### config.mk
export PLATFORM = sky130hd
export DESIGN_NAME = sfa_div
export DESIGN_NICKNAME = d
export VERILOG_FILES = /design/src/sv/steering_seek_flee_arrive_unit_defines.svh /design/src/sv/sfa_div.sv
export SDC_FILE = /design/constraint.sdc
export NUM_CORES = 2
export LEC_CHECK = 0
export BUFFER_PORTS_ARGS = -buffer_cell sky130_fd_sc_hd__buf_2
export CAP_MARGIN = 25
export CORE_MARGIN = 1.5
export CORE_UTILIZATION = 55
export DETAILED_ROUTE_END_ITERATION = 6
export PLACE_DENSITY = 0.71
export SLEW_MARGIN = 20
export SYNTH_ARGS = -nofsm -noshare
export SYNTH_HDL_FRONTEND = slang
export SYNTH_SLANG_ARGS = --single-unit
### constraint.sdc
create_clock -name clk_i -period 9.5 [get_ports clk_i]
set_input_delay 0.475 -clock clk_i [delete_from_list [all_inputs] [get_ports clk_i]]
set_output_delay 0.475 -clock clk_i [all_outputs]
set_load 0.02 [all_outputs]
### src/sv/steering_seek_flee_arrive_unit_defines.svh
// Assertion macros for the steering unit.
`ifndef STEERING_SEEK_FLEE_ARRIVE_UNIT_DEFINES_SVH
`define STEERING_SEEK_FLEE_ARRIVE_UNIT_DEFINES_SVH
`ifndef SYNTHESIS
`define SFA_ASSERT(name, clk, rstn, prop) \
  name: assert property (@(posedge clk) disable iff (!(rstn)) (prop)) \
    else $error("steering unit assertion failed");
`define SFA_ASSERT_IMP(name, clk, rstn, ante, cons) \
  name: assert property (@(posedge clk) disable iff (!(rstn)) (ante) |-> (cons)) \
    else $error("steering unit implication failed");
`else
`define SFA_ASSERT(name, clk, rstn, prop)
`define SFA_ASSERT_IMP(name, clk, rstn, ante, cons)
`endif
`endif

### src/sv/sfa_div.sv
// Pipelined restoring divider, one quotient bit per stage, lanes share a divisor.
`default_nettype none
module sfa_div #(
  parameter int NL = 1,
  parameter int VW = 32,
  parameter int QW = 31,
  parameter int SW = 1
) (
  input  logic                          clk_i,
  input  logic                          rst_ni,
  input  logic                          en_i,
  input  logic                          valid_i,
  input  logic [NL-1:0][QW+VW-1:0]      num_i,
  input  logic [VW-1:0]                 den_i,
  input  logic [SW-1:0]                 side_i,
  output logic                          valid_o,
  output logic [NL-1:0][QW-1:0]         quo_o,
  output logic [SW-1:0]                 side_o
);

  logic [QW:0]                vld_q;
  logic [NL-1:0][VW-1:0]      rem_q [QW+1];
  logic [NL-1:0][VW-1:0]      rem_d [QW+1];
  logic [NL-1:0][QW-1:0]      x_q   [QW+1];
  logic [NL-1:0][QW-1:0]      x_d   [QW+1];
  logic [VW-1:0]              den_q [QW+1];
  logic [SW-1:0]              side_q [QW+1];

  for (genvar l = 0; l < NL; l++) begin : g_in
    assign rem_d[0][l] = num_i[l][QW+VW-1:QW];
    assign x_d[0][l]   = num_i[l][QW-1:0];
  end

  for (genvar k = 0; k < QW; k++) begin : g_step
    for (genvar l = 0; l < NL; l++) begin : g_lane
      logic [VW:0] t;
      logic        ge;
      assign t  = {rem_q[k][l], x_q[k][l][QW-1]};
      assign ge = t >= {1'b0, den_q[k]};
      assign rem_d[k+1][l] = ge ? VW'(t - {1'b0, den_q[k]}) : t[VW-1:0];
      assign x_d[k+1][l]   = {x_q[k][l][QW-2:0], ge};
    end
  end

  always_ff @(posedge clk_i or negedge rst_ni) begin
    if (!rst_ni) begin
      vld_q <= '0;
    end else if (en_i) begin
      vld_q <= {vld_q[QW-1:0], valid_i};
    end
  end

  always_ff @(posedge clk_i) begin
    if (en_i) begin
      for (int k = 0; k <= QW; k++) begin
        rem_q[k] <= rem_d[k];
        x_q[k]   <= x_d[k];
      end
      den_q[0]  <= den_i;
      side_q[0] <= side_i;
      for (int k = 1; k <= QW; k++) begin
        den_q[k]  <= den_q[k-1];
        side_q[k] <= side_q[k-1];
      end
    end
  end

  assign valid_o = vld_q[QW];
  assign quo_o   = x_q[QW];
  assign side_o  = side_q[QW];

endmodule
`default_nettype wire

==> impl_metrics.json <==
{
  "maxCapViolCount": 0,
  "critPathCaptureType": "register",
  "synth_ff_type": "edfxtp_1",
  "grt_max_degree": 183,
  "clock_path_buffers": 4,
  "placed_area_um2": 158000,
  "worstMarginPinSlew_ns": 1.218,
  "critPathLaunch": "den_q[8][1]",
  "vias": 96084,
  "critPathArrivalTime_ns": 5.46,
  "crit_family": "compound AO/OA/AOI/OAI gates",
  "fin_tns_setup_ns": 0,
  "cts-resized-gates": 0,
  "ys_ff_latch": 3040,
  "grt_pass1_vias": 94878,
  "max_stage_delay_ns": 0.60,
  "max_freq_ghz": 0.2079,
  "dpl.hpwl_mm": 245.1,
  "ff2ff_path_depth": 13,
  "start_util_pct": 55.29,
  "relSlewSlack_pct": 18.80,
  "core_um2": 276500,
  "async_flop_share_pct": 1.053,
  "yosysSeqAreaShare_pct": 59.61,
  "synth_warnings": 0,
  "finalClockSkew_ns": 0.04509,
  "rsz0062_at_grt": "false",
  "worst_r2r_startpoint": "den_q[8][1]",
  "post_cts_buffers": 0,
  "fin_area_um2": 169700,
  "final_hold_viol_count": 0,
  "setup-violations-final": 0,
  "crit_type": "reg -> reg",
  "worst-path-buf-inv": 2,
  "crit_required_ns": 10.15,
  "synth_edf_count": 3008,
  "drtAntennaViolNets": 0,
  "drtIter0Drc": 7878,
  "netlist_instances": 12384,
  "die_h_um": 530.2,
  "setup.worst_path.end": "rem_q[0][293]",
  "cts_max_level": 5,
  "cp_num_cells": 13,
  "final_nets": 13865,
  "period_minus_slack_ns": 4.810,
  "worstSkewPairLatency_ns": 0.93,
  "cts.sinks": 3040,
  "yosys.cell_types.count": 89,
  "drv_slew": 0,
  "finalCritPeriodShare_pct": 50.63,
  "io_buffers": 132,
  "grt.overflow.total": 0,
  "synth_area_um2": 152900,
  "drt-wirelength-per-cell_um": 20.27,
  "critPathLaunchType": "register",
  "syn_nets": 13506,
  "hp-class": "in -> reg",
  "via_per_inst": 5.750,
  "cp_slowest_cell": "o31ai_4",
  "outcome": "completed",
  "worstPathCellList": "inv_1, ha_1, nor2b_1, o211ai_1, a31oi_1, o21ai_0, o21ai_1, a41oi_1, o31ai_1, nand2_1, o31ai_4, buf_4, mux2_2",
  "final_cell_mix": "edfxtp_1, inv_1, ha_1",
  "synth.avg_cell_area_um2": 12.34,
  "area_growth_pct": 10.99,
  "cts_tree": "built",
  "grt_usage_pct": 23.71,
  "num-fill-cells": 21457,
  "die_x_um": 530.2,
  "clock-root-buffer": "clkbuf_16",
  "drt_first_pass_iters": 6,
  "layout_commonest_cell": "edfxtp_1",
  "leakage_nw": 68.05,
  "drive_gt1_share_pct": 9.169,
  "reg2reg_to": "rem_q[0][293]",
  "powerDensity_nw_per_um2": 344.9,
  "io_pins": 133,
  "reg2reg_slack_ns": 4.69,
  "drc": 0,
  "clkTransAtPathRegs_ns": 0.06,
  "worstPathMaxFanout": 39,
  "numCtsBuffers": 326,
  "peakVddDrop_mv": 0.2050,
  "place_congestion": 0.9515,
  "antenna_found_initial": 4,
  "drt-total-wl_mm": 338.8,
  "grt_first_pass_wirelength_mm": 525.3,
  "die_area_um2": 281100,
  "std_cell_rows": 193
}
## metrics by stage
| step | utilization [%] | worst slack (ns) | std cells | hold WS (ns) | total power [mW] |
|---|---|---|---|---|---|
| 3_3_place_gp | 57.13 | 4.860 | 16016 | 0.4001 | 45.10 |
| 5_1_grt | 61.36 | 4.373 | 16709 | 0.02089 | 62.24 |
| 3_5_place_dp | 57.15 | 4.753 | 16018 | 0.4045 | 45.70 |
| 6_report | 61.36 | 4.690 | 16711 | 0.01057 | 58.52 |
| 4_1_cts | 61.33 | 4.724 | 16701 | 0.02066 | 58.65 |
| 2_1_floorplan | - | 5.892 | 12384 | 0.1794 | 39.23 |
## state kept, by name, summed over array words and instances, names as in the netlist
signal,count
x_q,992
den_q,992
side_q,32
vld_q,32
rem_q,992
## cell type report
cell class / instances / area, um2 / area share [%]
flip-flops and latches: 3040 / 91130 / 53.71
multi-input cells: 7831 / 56240 / 33.15
clock buffers: 381 / 8448 / 4.979
inverters: 1258 / 4722 / 2.783
well taps: 3705 / 4636 / 2.732
repair buffers: 286 / 2367 / 1.395
clock inverters: 204 / 2108 / 1.243
diodes: 6 / 15.01 / 0.008849
## layer usage
layer  GRT usage, %  routed length [um]
met1          30.03              141900
met2          41.35              169000
met3          2.988               14410
met4          9.167               13560
met5              0                   0
## power by group
part,internal [mW],leakage (nW),switching (mW)
clock,7.29,5.12,5.33
sequential,19.3,29.8,2.02
combinational,10.7,33.1,13.8
## synthesized netlist by cell type, types with 82 or more instances
cell type / number / area share (%)
o31ai_1: 82 / 0.40
xor2_1: 347 / 2.0
nand3_1: 183 / 0.60
nand4_1: 154 / 0.63
a21oi_1: 910 / 3.0
ha_1: 992 / 8.1
clkbuf_1: 201 / 0.49
o21ai_0: 854 / 2.8
edfxtp_1: 3008 / 59
o21a_1: 114 / 0.56
a21o_1: 471 / 2.3
nor2b_1: 134 / 0.55
xnor2_1: 471 / 2.7
nand2b_1: 155 / 0.63
nor3_1: 123 / 0.40
nand2_1: 874 / 2.1
nor2_1: 546 / 1.3
a31oi_1: 92 / 0.38
inv_1: 1257 / 3.1
mux2_2: 454 / 3.3
o21bai_1: 109 / 0.54
## timing repair
action	CTS	global route
hold buffers	98	0
endpoints found under the hold margin	129	0
endpoints found under the setup margin	0	0
## worst min path at each step
stage | start | end | slack (ns) | depth (start not counted)
CTS | en_i | x_q[0][19] | 0.02 | 1
detailed placement | x_q[0][69] | x_q[0][101] | 0.40 | 0
global route | en_i | x_q[0][15] | 0.02 | 1
floorplan | rst_ni | vld_q[0] | 0.18 | 0
finish | en_i | x_q[0][19] | 0.01 | 1
global placement | x_q[1][248] | x_q[1][280] | 0.40 | 0
## cells by family after synthesis
family	synth area share, %
muxes	3.534
adders and majority gates	8.512
DFF	59.61
AOI/OAI and AO/OA	12.44
xor gates and xnor gates	4.687
and+or+nand+nor	7.459
buffers and inverters	3.757
Power figures use the tool's default switching activity.
